`config.mk`:
```
export PLATFORM = sky130hd
export DESIGN_NAME = dpa_regs
export DESIGN_NICKNAME = d
export VERILOG_FILES = /design/src/design/dpa_pkg.sv /design/src/design/dpa_regs.sv
export SDC_FILE = /design/constraint.sdc
export NUM_CORES = 1
export LEC_CHECK = 0
export BUFFER_PORTS_ARGS = -buffer_cell sky130_fd_sc_hd__clkbuf_2
export CELL_PAD_IN_SITES_DETAIL_PLACEMENT = 1
export CELL_PAD_IN_SITES_GLOBAL_PLACEMENT = 1
export CORE_ASPECT_RATIO = 0.75
export CORE_MARGIN = 1
export CORE_UTILIZATION = 19
export CTS_CLUSTER_DIAMETER = 200
export CTS_CLUSTER_SIZE = 12
export DETAILED_ROUTE_END_ITERATION = 12
export GPL_TIMING_DRIVEN = 0
export PLACE_DENSITY = 0.81
export SLEW_MARGIN = 20
export SYNTH_ARGS = -nofsm -noshare
export SYNTH_HDL_FRONTEND = slang
export SYNTH_SLANG_ARGS = --single-unit
```
`constraint.sdc`:
```
create_clock -name clk -period 0.8 [get_ports clk]
set_input_delay 0.12 -clock clk [delete_from_list [all_inputs] [get_ports clk]]
set_output_delay 0.12 -clock clk [all_outputs]
set_load 0.005 [all_outputs]
```
`src/design/dpa_pkg.sv`:
```
`default_nettype none

package dpa_pkg;

	// Item and pile store geometry.
	localparam int DATA_W    = 32;
	localparam int MAX_PILES = 1024;
	localparam int CNT_W     = $clog2(MAX_PILES + 1);

	// Result field widths on the output stream.
	localparam int OUT_W   = 11;
	localparam int MDATA_W = ((2 * OUT_W + 1 + 7) / 8) * 8;

	// Configuration register file.
	localparam int LIMIT_W = 11;
	localparam int CMP_W   = (CNT_W > LIMIT_W) ? CNT_W : LIMIT_W;
	localparam int PADDR_W = 3;
	localparam int PDATA_W = 32;
	localparam logic [LIMIT_W-1:0] LIMIT_RESET = LIMIT_W'(1024);

	// Register index decoded from paddr above the byte offset.
	localparam logic [PADDR_W-3:0] REG_PILE_LIMIT = '0;

	// One request as it travels down the row of pile cells.
	typedef struct packed {
		logic                     valid;
		logic                     start;
		logic                     done;
		logic signed [DATA_W-1:0] value;
		logic [CNT_W-1:0]         pile;
		logic [CNT_W-1:0]         cnt;
	} item_t;

endpackage

`default_nettype wire

```
`src/design/dpa_regs.sv`:
```
`default_nettype none

module dpa_regs (
	input  logic                        clk,
	input  logic                        arst_n,
	input  logic                        psel,
	input  logic                        penable,
	input  logic                        pwrite,
	input  logic [dpa_pkg::PADDR_W-1:0] paddr,
	input  logic [dpa_pkg::PDATA_W-1:0] pwdata,
	output logic [dpa_pkg::PDATA_W-1:0] prdata,
	output logic                        pready,
	output logic [dpa_pkg::LIMIT_W-1:0] pile_limit
);
	import dpa_pkg::*;

	logic                 sel_limit;
	logic [LIMIT_W-1:0]   pile_limit_q;

	assign pready    = 1'b1;
	assign sel_limit = (paddr[PADDR_W-1:2] == REG_PILE_LIMIT);

	// The limit register is written in the access phase of a write.
	always_ff @(posedge clk or negedge arst_n) begin
		if (!arst_n) begin
			pile_limit_q <= LIMIT_RESET;
		end else if (psel && penable && pwrite && pready && sel_limit) begin
			pile_limit_q <= pwdata[LIMIT_W-1:0];
		end
	end

	// Read back; unmapped addresses read as zero.
	always_comb begin
		prdata = '0;
		if (sel_limit) begin
			prdata = PDATA_W'(pile_limit_q);
		end
	end

	assign pile_limit = pile_limit_q;

endmodule

`default_nettype wire

```
# Yosys cells after proc, flatten, opt, wreduce, memory -nomap -nowiden

Index checks and enable logic that the tools add are counted.

Muxes and demuxes: 1
Bitwise gates (word level): 1
Reduce and logical (&&, ||, !) cells: 3

Operators with widths:

| operator           | count |
|---|---|
| 11-bit two-way mux | 1 |
| 1-bit logical AND  | 3 |
| 1-bit inverter     | 1 |

Flip-flop bits (word level): 11
Bits of input ports: 40
Output and inout bits: 44

# Depth between registers and ports, before layout

Word-level depth: 3
Mapped depth: 3
Gate-level depth less buffers: 2

# Worst setup path before layout

Ideal clock, no wire load.

Kind: input-to-reg
Start: input paddr[2] (netlist name)
End: register pile_limit_q[0] (netlist: pile_limit[0])
Library setup time: 0.125 ns
Arrival: 0.723 ns
Setup slack: -0.048 ns
Stages on the path: 3
Buffers on the path: 1
Cells stage by stage: nand4b_4 buf_6 mux2_4

Cells in the longest elaborated chain, start to end: 2

RTL lines:

| element                | RTL line       | source |
|---|---|---|
| start: declaration     | dpa_regs.sv:9  | `input logic [dpa_pkg::PADDR_W-1:0] paddr,` |
| 1-bit inverter         | dpa_regs.sv:21 | `assign sel_limit = (paddr[PADDR_W-1:2] == REG_PILE_LIMIT);` |
| 1-bit logical AND      | dpa_regs.sv:27 | `end else if (psel && penable && pwrite && pready && sel_limit) begin` |
| end signal: assignment | dpa_regs.sv:28 | `pile_limit_q <= pwdata[LIMIT_W-1:0];` |
| end: declaration       | dpa_regs.sv:18 | `logic [LIMIT_W-1:0] pile_limit_q;` |

No other way between the ends.
A chain may end at the register's enable or synchronous reset.

# Final worst setup path

Start: register pile_limit_q[10] (netlist: pile_limit[10])
End: output prdata[10] (netlist name)

Cells in the longest elaborated chain, start to end: 1

RTL lines:

| element            | RTL line       | source |
|---|---|---|
| 11-bit two-way mux | dpa_regs.sv:35 | `if (sel_limit) begin` |
| end: declaration   | dpa_regs.sv:11 | `output logic [dpa_pkg::PDATA_W-1:0] prdata,` |

No other way between the ends.

==> metrics.csv <==
metric,value,unit
status,finished with violations,
violated checks,negative setup slack,
power per cell area,1860,nW/µm²
Synth Instances,60,
crit path launch type,register,
design area,1250,µm²
HPWL Detailed,1530,µm
Longest Clk Path Bufs,2,
hold wc startpoint,pwdata[4],
fin crit share,139,%
DRT iter0 DRCs,4,
DR vias/cell,3.31,
WL per Instance,10.5,µm
Area Overhead vs Synth,73.6,%
Post-DRT Antenna Nets,0,
total gr overflow,0,
H-Tree Depth,1,
Main synth FF type,dfrtp_1,
worst path cell trace,"nor2b_4, clkbuf_2",
post-route setup TNS,-4.65,ns
Pwr Total,2320,µW
largest net degree at the start of global routing,12,
Tot GR Track Use,10.3,%
Final Hold Fails,0,
CP peak stage delay,0.53,ns
Starting Density,20.9,%
Hold Crit Class,in -> reg,
skew final,0,ns
RSZ-0062 raised after global routing,yes,
combinational fraction of design power,42.3,%
core footprint,3450,µm²
worst reg2reg path depth,3,
first-pass GRT wire length,3170,µm
synthesized area,719,µm²
sequential share of power,33.9,%
clock slew at reported path FFs,0.05,ns
dominant cells by area after synthesis,"dfrtp_1 35%, buf_4 23%, mux2_4 21%, nor2b_1 8.7%, dfstp_2 3.7%",
syn_area_per_cell,12.0,µm²
final-stage net count,177,
Syn. warnings,0,
CP required,0.68,ns
GP Congestion,0.682,
worst reg2reg path endpoint,pile_limit[1],
Filler Cells Inserted,422,
Post-DP Area,1050,µm²
initial antenna violation count,0,
count of final setup violators,32,
"Seq/Total Area, Yosys",38.4,%
die area,4040,µm²
maxcap violations,0,
Pre-antenna DRT Iters,2,
Psw,607,µW
Worst Hold Path EP,pile_limit[4],
Total Routed Length,1950,µm
PnR worst setup slack,-0.313,ns
R2R Setup Slk,-0.19,ns
"FF+latch count, synth",11,
Lkg Pwr,0.000744,µW
clock power share,23.8,%
Sw Ratio,26.2,%
max reg flops,11,
root buffer cell,clkbuf_8,
Post-synth EDFFs,0,
Vias,616,
latest clock arrival within the worst-skew pair,0.24,ns
CTS Buf Count,3,
crit-path max FO,2,
minimum clock period,1.11,ns
FMAX,898,MHz
Synth top area share,34.8,%
worst r2r src,pile_limit[1],
"Slowest-stage cell, CP",dfstp_2,
chip width,73.1,µm
Synth cell types,11,
Power Internal,1710,µW
vias in the first global route,632,
most common cell in the netlist,buf_4,
DRC,0,
Worst Path Arrival,0.99,ns
row count,18,
Num Clock Sinks,11,
Final Max Tran Viols,0,
I/O Buffers,38,
Crit Path Category,reg -> out,
async set-reset flop share out of synthesis,100,%
Yosys top cell by area,dfrtp_1,
share of cells above drive strength 1,68.4,%
Die Ht,55.3,µm
Critical Path End Type,primary output,
Ant. Diodes,0,
Commonest cells post-synth,"22 x buf_4, 10 x dfrtp_1, 10 x mux2_4, 10 x nor2b_1, 2 x conb_1",
hold path depth,2,
worst-case vdd ir drop,629,µV
io pins,84,
CTS tree,yes,
## layout by cell type, fill, tap and decap left out, types with 3 or more instances in the layout
cell      count
conb_1       22
buf_4        28
nor2b_1       9
dfrtp_1      10
clkbuf_8      3
buf_6        10
mux2_4       10
clkbuf_2     37
## per-layer routing
metal  wire length [µm]  GRT usage, %  up-vias
met1                770          12.3      291
li1                   -             -      297
met5                  0             0        -
met3                112          3.10        0
met4                  0          3.36        0
met2               1060          17.6       28
## critical path, delay by kind of cell, from the launching register on
kind                   cells  cell delay (ns)
DFF                        1             0.53
and+or+nand+nor            1             0.13
buffers and inverters      1             0.11
## area by class of cell
| class | count | area, µm² | share of cell area [%] |
|---|---|---|---|
| clock inverters | 1 | 5.00 | 0.401 |
| repair buffers | 52 | 337 | 27.0 |
| clock buffers | 3 | 41.3 | 3.31 |
| well taps | 50 | 62.6 | 5.01 |
| plain buffers | 24 | 181 | 14.5 |
| flip-flops and latches | 11 | 277 | 22.1 |
| multi-input cells | 45 | 345 | 27.7 |
## repair_timing
item / in CTS / in global routing
resized for setup: 3 / 9
endpoints found under the setup margin: 22 / 30
setup buffers: 10 / 3
hold endpoints to repair: 10 / 0
hold buffers: 1 / 0
## kinds of logic after synthesis
logic type	after synthesis	share of synthesized area, %
buffers and inverters	24	25.0
AND/OR/NAND/NOR	12	13.0
multiplexers	11	22.4
flip-flops	11	38.4
other	2	1.04
## how the worst max path moves through the flow
stage / start / cells after the start / to
floorplan: paddr[2] / 3 / pile_limit[0]
global placement: paddr[2] / 4 / pile_limit[6]
detailed placement: paddr[2] / 4 / pile_limit[6]
CTS: pile_limit[10] / 2 / prdata[10]
global route: pile_limit[10] / 2 / prdata[10]
finish: pile_limit[10] / 2 / prdata[10]
## power by group through the flow
stage / logic [µW] / clock network, µW / registers [µW]
after floorplan: 367 / 0 / 785
after global placement: 642 / 0 / 783
after detailed placement: 657 / 0 / 800
after CTS: 863 / 579 / 774
after global routing: 1070 / 608 / 803
final: 981 / 552 / 785
## metrics by stage
| stage | util (%) | setup slack, ns | hold slack (ns) | std cells |
|---|---|---|---|---|
| finish | 36.2 | -0.313 | 0.111 | 186 |
| global route | 36.2 | -0.364 | 0.113 | 186 |
| CTS | 34.5 | -0.329 | 0.107 | 183 |
| detailed placement | 30.4 | -0.206 | 0.0175 | 168 |
| floorplan | - | -0.0479 | -0.176 | 80 |
| global placement | 30.4 | -0.183 | 0.00835 | 168 |
No activity file was read; power rests on OpenSTA's default activity.
