--- src/design/dpa_pkg.sv ---
`default_nettype none

package dpa_pkg;

	// Item and pile store geometry.
	localparam int DATA_W    = 32;
	localparam int MAX_PILES = 1024;
	localparam int CNT_W     = $clog2(MAX_PILES + 1);

	// Result field widths on the output stream.
	localparam int OUT_W   = 11;
	localparam int MDATA_W = ((2 * OUT_W + 1 + 7) / 8) * 8;

	// Configuration register file.
	localparam int LIMIT_W = 11;
	localparam int CMP_W   = (CNT_W > LIMIT_W) ? CNT_W : LIMIT_W;
	localparam int PADDR_W = 3;
	localparam int PDATA_W = 32;
	localparam logic [LIMIT_W-1:0] LIMIT_RESET = LIMIT_W'(1024);

	// Register index decoded from paddr above the byte offset.
	localparam logic [PADDR_W-3:0] REG_PILE_LIMIT = '0;

	// One request as it travels down the row of pile cells.
	typedef struct packed {
		logic                     valid;
		logic                     start;
		logic                     done;
		logic signed [DATA_W-1:0] value;
		logic [CNT_W-1:0]         pile;
		logic [CNT_W-1:0]         cnt;
	} item_t;

endpackage

`default_nettype wire

--- src/design/dpa_cell.sv ---
`default_nettype none

module dpa_cell (
	input  logic                      clk,
	input  logic                      arst_n,
	input  logic                      adv,
	input  logic [dpa_pkg::CNT_W-1:0] pile_no,
	input  dpa_pkg::item_t            item_in,
	output dpa_pkg::item_t            item_out
);
	import dpa_pkg::*;

	logic signed [DATA_W-1:0] top_q;
	logic                     open_q;
	logic                     open_eff;
	logic                     hit;
	item_t                    nxt;
	item_t                    item_q;

	// A request with a sequence start sees this pile as closed.
	assign open_eff = open_q && !item_in.start;

	// Place here if the pile is free, or its top is not above the value.
	assign hit = item_in.valid && !item_in.done &&
		(!open_eff || (top_q <= item_in.value));

	// Mark the request placed and count this pile if it is open afterwards.
	always_comb begin
		nxt = item_in;
		if (hit) begin
			nxt.done = 1'b1;
			nxt.pile = pile_no;
		end
		if (open_eff || hit) begin
			nxt.cnt = item_in.cnt + CNT_W'(1);
		end
	end

	// Pile top; only read once the pile has been opened.
	always_ff @(posedge clk) begin
		if (adv && hit) begin
			top_q <= item_in.value;
		end
	end

	// Pile open flag and the hand-off register to the next cell.
	always_ff @(posedge clk or negedge arst_n) begin
		if (!arst_n) begin
			open_q <= 1'b0;
			item_q <= '0;
		end else if (adv) begin
			if (item_in.valid) begin
				open_q <= open_eff || hit;
			end
			item_q <= nxt;
		end
	end

	assign item_out = item_q;

endmodule

`default_nettype wire

--- config.mk ---
export PLATFORM = sky130hd
export DESIGN_NAME = dpa_cell
export DESIGN_NICKNAME = d
export VERILOG_FILES = /design/src/design/dpa_pkg.sv /design/src/design/dpa_cell.sv
export SDC_FILE = /design/constraint.sdc
export NUM_CORES = 1
export LEC_CHECK = 0
export BUFFER_PORTS_ARGS = -buffer_cell sky130_fd_sc_hd__buf_2
export CAP_MARGIN = 20
export CELL_PAD_IN_SITES_DETAIL_PLACEMENT = 0
export CELL_PAD_IN_SITES_GLOBAL_PLACEMENT = 1
export CORE_MARGIN = 3
export CORE_UTILIZATION = 30
export CTS_CLUSTER_DIAMETER = 200
export DETAILED_ROUTE_END_ITERATION = 7
export HOLD_SLACK_MARGIN = 0.06
export PLACE_DENSITY_LB_ADDON = 0.1
export SYNTH_ARGS = -nofsm -noshare
export SYNTH_HDL_FRONTEND = slang
export SYNTH_SLANG_ARGS = --single-unit
--- constraint.sdc ---
create_clock -name clk -period 6.8 [get_ports clk]
set_input_delay 0.68 -clock clk [delete_from_list [all_inputs] [get_ports clk]]
set_output_delay 0.68 -clock clk [all_outputs]
set_load 0.005 [all_outputs]
# Word-level counts from Yosys, hierarchy flattened
# Index checks and enable logic that the tools add are counted.
# Widths: inputs -> output; s select.
dict set report word_totals {
  reg_bits 90
  output_inout_bits 57
  elab_cells 23
}
dict set report classes {
  add_sub_neg 1
  order_cmp 1
  muxes 3
  reduce_logical 10
}
# op count
set ops {}
lappend ops {{$le 32x32->1} 1}
lappend ops {{$mux 11} 2}
lappend ops {{$add 11x1->11 const B} 1}
lappend ops {{$logic_and 1x1->1} 4}
lappend ops {{$logic_not 1->1} 3}
lappend ops {{$logic_or 1x1->1} 2}
lappend ops {{$reduce_and 2->1} 1}
lappend ops {{$mux 1} 1}

# Depth between registers and ports, before layout
# Gate-level depths: netlist of the first run.
dict set report depth {
  ltp_word 7
  depth_mapped 10
  ltp_nobuf 9
}

# Worst setup path after synthesis of the first run
# OpenSTA, ideal clock, no wires.
dict set report synth_timing {
  kind {input to register}
  start {in item_in[49] in the netlist's numbering}
  end {reg top_q[0], enable pin}
  setup_time_ns 0.392
  arrival_ns 2.887
  required_ns 6.408
  path_slack_ns 3.521
  path_stages 9
  n_path_buf 0
  cell_sequence {inv_1 > ha_1 > a21oi_1 > o21ai_1 > a221oi_1 > o31ai_1 > a31oi_1 > and3_4 > and2_1}
}
dict set report synth_via {
  elab_chain_len 4
}
# element line
set synth_lines {}
lappend synth_lines {{start: declaration} dpa_cell.sv:8} ;# input dpa_pkg::item_t item_in,
lappend synth_lines {{$le 32x32->1} dpa_cell.sv:25} ;# (!open_eff || (top_q <= item_in.value));
lappend synth_lines {{$logic_or 1x1->1} dpa_cell.sv:25}
lappend synth_lines {{$logic_and 1x1->1} dpa_cell.sv:24} ;# assign hit = item_in.valid && !item_in.done &&
lappend synth_lines {{$logic_and 1x1->1} dpa_cell.sv:41} ;# if (adv && hit) begin
lappend synth_lines {{end signal: assignment} dpa_cell.sv:42} ;# top_q <= item_in.value;
lappend synth_lines {{end: declaration} dpa_cell.sv:13} ;# logic signed [DATA_W-1:0] top_q;
# No other way between the ends.
# A chain may end at the register's enable or synchronous reset.

# Final worst setup path of the first run
dict set report layout_timing {
  start {in item_in[53] in the netlist's numbering}
  end {reg top_q[1], enable pin}
}
# The elaborated chain is that of the path after synthesis.

==> results by group, run 1 <==
Synthesis
  – Yosys Warn Count: 0
  – Number of flops mapped to enable cells by yosys: 32
  – Post-Syn Nets: 472
  – Count leader, synth: dfrtp_1
  – Synthesized area per cell: 11.94 um^2
  – Netlist Area Pre-Place: between 0.004 and 0.005 mm^2
  – Synth cell types: 39
  – Largest area contributor in the netlist: dfrtp_1
  – Main synth FF type: dfrtp_1
  – Most common library cells after synthesis: dfrtp_1, inv_1, mux2_2, nand2_1, ha_1
  – Seq cells post-synth: 90
  – Mapped Cells: 368
  – Asr flop ratio synth: about 64%
  – Register area share after synthesis: 54.91%
  – Area contributors post-synth: dfrtp_1, edfxtp_1, ha_1, mux2_2, inv_1
  – Share of the synthesized area in the top cell type: approximately 33%

Floorplanning
  – Top-level port count: 128
  – Initial core utilization: 31.16%
  – Std-Cell Rows: 43
  – Die area: 0.01613 mm^2
  – Core Area: 0.01410 mm^2
  – Die Wd: 127.0 um
  – Die Y: 127.0 um

Worst setup path
  – Crit-path cells: buf_2 > inv_1 > ha_1 > nand4_2 > nor4_1 > a31oi_1 > nand2_1 > a211o_1 > and3_4 > and2_1 > buf_4
  – R2R setup slack: 3.58 ns
  – Worst r2r src: top_q[14]
  – CP Class: input pin to flop
  – Critical Path Sink Type: flop
  – Critical path arrival: 3.30 ns
  – Crit-path max FO: 32
  – CP startpoint kind: input pin
  – CP Launch Point: item_in[53]
  – Reg2reg end: top_q[1]
  – CP max stage delay: just over 0.4 ns
  – R2R cell count: 9
  – CP max stage cell: and3_4
  – Required @ worst endpoint: approximately 6.8 ns

Drt
  – DRC: 0
  – Drt total wl: 9911 um
  – Vias per inst: 4.587
  – Drt first pass iters: 4
  – DR iter-0 viols: approximately 160
  – ANT nets after route: 0
  – Drt wl/cell: 14.55 um
  – Via count: between 3000 and 4000

STA
  – Hold slack: 0.4985 ns
  – Slew Limit Fails: 0
  – Relative slew margins: 47.48%
  – RSZ-0062 raised after global routing: no
  – Final setup TNS: 0 ns
  – Final Hold Fails: 0
  – Fmax: 303.2 MHz
  – Worst Tran Pin Value: 0.7878 ns
  – Tmin final: 3.298 ns
  – Tcrit/Tclk final: between 40% and 50%
  – Worst Skew: 0.006805 ns
  – Setup violators final: 0

Power and ir drop
  – Pwr Density: 247.9 mW/mm^2
  – Worst VDD drop: 171.2 uV
  – Leakage: 2.570 nW

Run status
  – Status: finished clean

Placement
  – Final Wtd Congestion: 0.7188
  – Detail Placement HPWL: between 7000 and 8000 um
  – Port buffer count: 127

Global routing
  – Vias in the first global route: 3166
  – Gr ovfl total: 0
  – Global-route wire length before repair: 16150 um
  – Pin count of the biggest net entering global routing: 59
  – GRT Total Usage: 12.75%
  – Initial antenna violation count: 0

Cells and area
  – Layout cell share with drive strength beyond 1: between 30% and 40%
  – Util after Layout: 39.46%
  – Final nets: 600
  – Syn-to-layout area delta: 26.63%
  – Ant. Diodes: 0

CTS
  – Clock root buffer: clkbuf_16
  – Post-CTS Setup Bufs: 0
  – Sinks on Clock Net: 90
  – CTS tree: yes
  – Maximum clock path buffer count: 2
  – Clock H-tree levels: 3
  – CTS buffer count: 9
  – Worst-path clk slew: around 0.07 ns
  – Post-CTS Hold Buffers: 0
  – PostCTS Resize Cnt: 0
  – Clock latency on the worst-skew pair: ~0.35 ns

Hold path
  – Min-delay worst type: input pin to asynchronous set/reset pin

Flow run
  – Max Cap Viol: 0
==> state kept, by name, summed over array words and instances, names as in the netlist <==
register / count
top_q: 32
open_q: 1
item_out: 57
==> cell families (layout without fill, tap and decap cells) <==
family	after synthesis	in the layout	share of synthesized area (%)
adder cells (fa/ha/maj)	33	33	9.399
flip-flops	90	90	54.91
buffers and inverters	60	193	5.298
multiplexers	36	36	9.200
XOR/XNOR	10	10	1.994
AND/OR/NAND/NOR	88	88	10.42
AO/OA/AOI/OAI	51	51	8.772
==> through the flow <==
step,cells,power [mW],instance area (um^2),worst slack [ns]
2_1_floorplan,368,0.7362,4393,3.521
3_3_place_gp,664,0.8290,5219,2.599
3_5_place_dp,664,0.8315,5219,2.531
4_1_cts,680,1.405,5555,2.896
5_1_grt,681,1.455,5563,3.221
6_report,681,1.379,5563,3.502
==> where the power goes <==
group	switching, mW	internal, mW
Combinational	0.0968	0.0923
Clock	0.219	0.344
Sequential	0.0193	0.607
==> worst max path at each step <==
stage                            to  slack, ns  cells past startpoint
after detailed placement   top_q[8]       2.53                     10
after global placement    top_q[13]       2.60                     10
after global routing      top_q[15]       3.22                     10
final                      top_q[1]       3.50                     11
after CTS                 top_q[15]       2.90                     10
after floorplan            top_q[0]       3.52                      9
==> routing by layer <==
layer | vias up | track usage (%) | part of all wire (%)
met3 | 14 | 4.891 | 6.3
met5 | - | 0 | 0
met2 | 71 | 20.58 | 49
li1 | 1564 | - | -
met1 | 1475 | 15.82 | 43
met4 | 0 | 4.038 | 1.5
==> critical path: cells and delay by family <==
kind / cells / cell delay [ns]
compound gates: 2 / 0.54
fa+ha+maj: 1 / 0.36
buf+inv: 3 / 0.54
simple gates: 5 / 1.15
==> cell type report <==
type | count | area (um^2)
fillers | 1430 | 8533
flip-flops and latches | 90 | 2412
multi-input cells | 218 | 1748
repair buffers | 131 | 668.1
clock buffers | 10 | 250.2
well taps | 180 | 225.2
inverters | 46 | 172.7
clock inverters | 6 | 86.33
==> cells in the final DEF, fill, tap and decap left out, types with 2 or more instances in the layout <==
master,netlist,layout
buf_4,0,5
nand2b_1,2,2
dfrtp_1,58,58
o221ai_2,10,10
nand4b_1,11,11
clkbuf_16,0,10
mux2_2,35,35
ha_1,33,33
o31ai_1,2,2
clkinv_2,0,2
nor2_1,15,15
nand3_1,7,7
a31oi_1,3,3
buf_2,0,126
nand2_1,35,35
a21oi_1,25,25
xor2_1,9,9
edfxtp_1,32,32
inv_1,46,46
o21ai_0,3,3
nand4_1,9,9
bufinv_16,0,2
(Power assumes the default switching activity.)
==> inputs of run 2 (changes only) <==
==> constraint.sdc (replaced) <==
create_clock -name clk -period 3.4 [get_ports clk]
set_input_delay 0.34 -clock clk [delete_from_list [all_inputs] [get_ports clk]]
set_output_delay 0.34 -clock clk [all_outputs]
set_load 0.005 [all_outputs]
==> results by group, run 2 (same netlist as run 1, synthesis figures left out) <==
Cells and area
  – Final nets: 604 (+0.67%)
  – Most common cell after layout, fill and taps aside: buf_2
  – Post-Layout Cell Count: 685 (+0.59%)
  – Layout cell share with drive strength beyond 1: 39.21% (+0.49 points)
  – Ant. Diodes: 0 (unchanged)
  – FILL cells: 1408 (-1.5%)
  – Most frequent cells in the layout: buf_2, dfrtp_1, inv_1, nand2_1, mux2_2
  – Syn-to-layout area delta: 26.57% (about the same)
  – Final Cell Area: 0.005560 mm^2 (about the same)
  – Number of flip-flops in the largest register: 57 (unchanged)
  – Util after Layout: 39.45% (about the same)
  – Multi-input gate area: 0.001748 mm^2 (unchanged)
  – FF/Latch Area: 0.002412 mm^2 (unchanged)

Power and ir drop
  – Worst VDD drop: 312.5 uV (+83%)
  – Pwr Density: 476.3 mW/mm^2 (+92%)
  – Leakage: 2.577 nW (+0.28%)

STA
  – RSZ-0062 raised after global routing: no
  – Final setup TNS: 0 ns (unchanged)
  – Fmax: 377.6 MHz
  – Hold slack: 0.1420 ns (-0.3565 ns)
  – Worst Skew: 0.007241 ns (+0.0004354 ns)
  – Tmin final: about 2.6 ns
  – Slew Limit Fails: 0 (unchanged)
  – Setup violators final: 0 (unchanged)
  – Relative slew margins: 36.02% (-11 points)
  – Worst Tran Pin Value: 0.9597 ns (+0.1720 ns)
  – Final Hold Fails: 0 (unchanged)
  – Tcrit/Tclk final: between 70% and 80%

Floorplanning
  – Std-Cell Rows: 43 (unchanged)
  – Core Area: 0.01410 mm^2 (unchanged)
  – Top-level port count: 128 (unchanged)
  – Die area: 0.01613 mm^2 (unchanged)
  – Initial core utilization: 31.16% (unchanged)
  – Die Wd: 127.0 um (unchanged)
  – Die Y: 127.0 um (unchanged)

Worst setup path
  – Crit-path max FO: 21 (-34%)
  – R2R cell count: 8 (-1)
  – Crit-path cells: ha_1 > nand4_2 > nor4_1 > a31oi_1 > a31oi_1 > and3_4 > and2_1 > buf_4
  – Critical path arrival: 2.67 ns (-0.63 ns)
  – Critical Path Sink Type: flop
  – CP startpoint kind: flop
  – Worst r2r src: top_q[31]
  – CP Class: flop to flop
  – Reg2reg end: top_q[12]
  – R2R setup slack: 0.75 ns (-2.83 ns)
  – CP most frequent cell: a31oi_1
  – CP max stage delay: 0.38 ns (-0.03 ns)
  – CP max stage cell: ha_1
  – Required @ worst endpoint: 3.42 ns (-3.38 ns)

CTS
  – Clock root buffer: clkbuf_16
  – Worst-path clk slew: 0.06 ns (about the same)
  – Maximum clock path buffer count: 2 (unchanged)
  – PostCTS Resize Cnt: 0 (unchanged)
  – Post-CTS Setup Bufs: 0 (unchanged)
  – Post-CTS Hold Buffers: 0 (unchanged)
  – CTS buffer count: 9 (unchanged)
  – CTS tree: yes
  – Sinks on Clock Net: 90 (unchanged)
  – Clock H-tree levels: 3 (unchanged)
  – Clock latency on the worst-skew pair: 0.34 ns (about the same)

Global routing
  – Gr ovfl total: 0 (unchanged)
  – GRT Total Usage: 12.74% (about the same)
  – Vias in the first global route: 3143 (-0.73%)
  – Pin count of the biggest net entering global routing: 69 (+17%)
  – Initial antenna violation count: 0 (unchanged)
  – Global-route wire length before repair: 16280 um (+0.85%)

Hold path
  – Min-delay worst type: input pin to asynchronous set/reset pin

Drt
  – Met2 routed WL: 4929 um (+1.8%)
  – ANT nets after route: 0 (unchanged)
  – Drt first pass iters: 4 (unchanged)
  – Metal-1 WL: 4498 um (+4.6%)
  – Highest routed layer: met4
  – DR iter-0 viols: 112 (-31%)
  – Drt wl/cell: 14.68 um (+0.86%)
  – Routed wl met3: 520 um (-16%)
  – Vias per inst: 4.571 (-0.36%)
  – Via count: 3131 (+0.22%)
  – DRC: 0 (unchanged)
  – Drt total wl: 10060 um (+1.5%)

Placement
  – Port buffer count: 127 (unchanged)
  – Final Wtd Congestion: 0.6961 (-3.2%)
  – Detail Placement HPWL: 7392 um (+3.6%)
  – Placed insts: 669 (+0.75%)
  – Placed inst area: 0.005256 mm^2 (+0.72%)

Flow run
  – Max Cap Viol: 0 (unchanged)

Run status
  – Status: finished clean
[run 2: cell types whose count changed in the layout (fill, tap and decap cells not counted), sizes merged]
cell	delta
clkinvlp	-1
buf	+4
clkbuf	+1
bufinv	-2
inv	+3
clkinv	-1
[run 2: worst max-delay path: cells and delay by family, from the launching register on]
| kind | cells | cell delay [ns] |
|---|---|---|
| and+or+nand+nor | 4 | 0.85 |
| AOI/OAI and AO/OA | 2 | 0.42 |
| adders and majority gates | 1 | 0.38 |
| buffers and inverters | 1 | 0.31 |
| DFF | 1 | 0.37 |
[run 2: routing by layer]
layer | vias to the layer above | track usage, %
met5 | - | 0
met4 | 0 | 3.218
met3 | 6 | 4.306
met2 | 67 | 21.11
met1 | 1489 | 16.07
li1 | 1569 | -
[run 2: worst max-delay path by stage]
stage                     slack (ns)   endpoint         from  cells after the start
after floorplan                 0.46   top_q[0]  item_in[49]                      9
after global placement          0.70  top_q[13]  item_in[45]                     10
after detailed placement        0.61  top_q[20]  item_in[53]                     10
after CTS                       0.72  top_q[12]    top_q[31]                      8
after global routing            0.52  top_q[17]    top_q[31]                      8
final                           0.75  top_q[12]    top_q[31]                      8
[run 2: final cells by class]
cell class | count | area share [%]
Sequential cell | 90 | 43.38
Multi-Input combinational cell | 218 | 31.44
Timing Repair Buffer | 135 | 12.56
Clock buffer | 11 | 4.748
Tap cell | 180 | 4.050
Inverter | 46 | 3.105
Clock inverter | 5 | 0.7201
[run 2: stage by stage]
stage	power (mW)	worst slack, ns
3_3_place_gp	1.663	0.6977
3_5_place_dp	1.666	0.6056
5_1_grt	2.804	0.5205
2_1_floorplan	1.472	0.4614
6_report	2.649	0.7520
4_1_cts	2.710	0.7195
[run 2: report_power, final]
part / internal (mW) / total [mW] / switching (mW) / leakage [nW]
clock: 0.570 / 1.01 / 0.445 / 0.152
sequential: 1.21 / 1.25 / 0.0377 / 0.972
combinational: 0.187 / 0.383 / 0.196 / 1.45
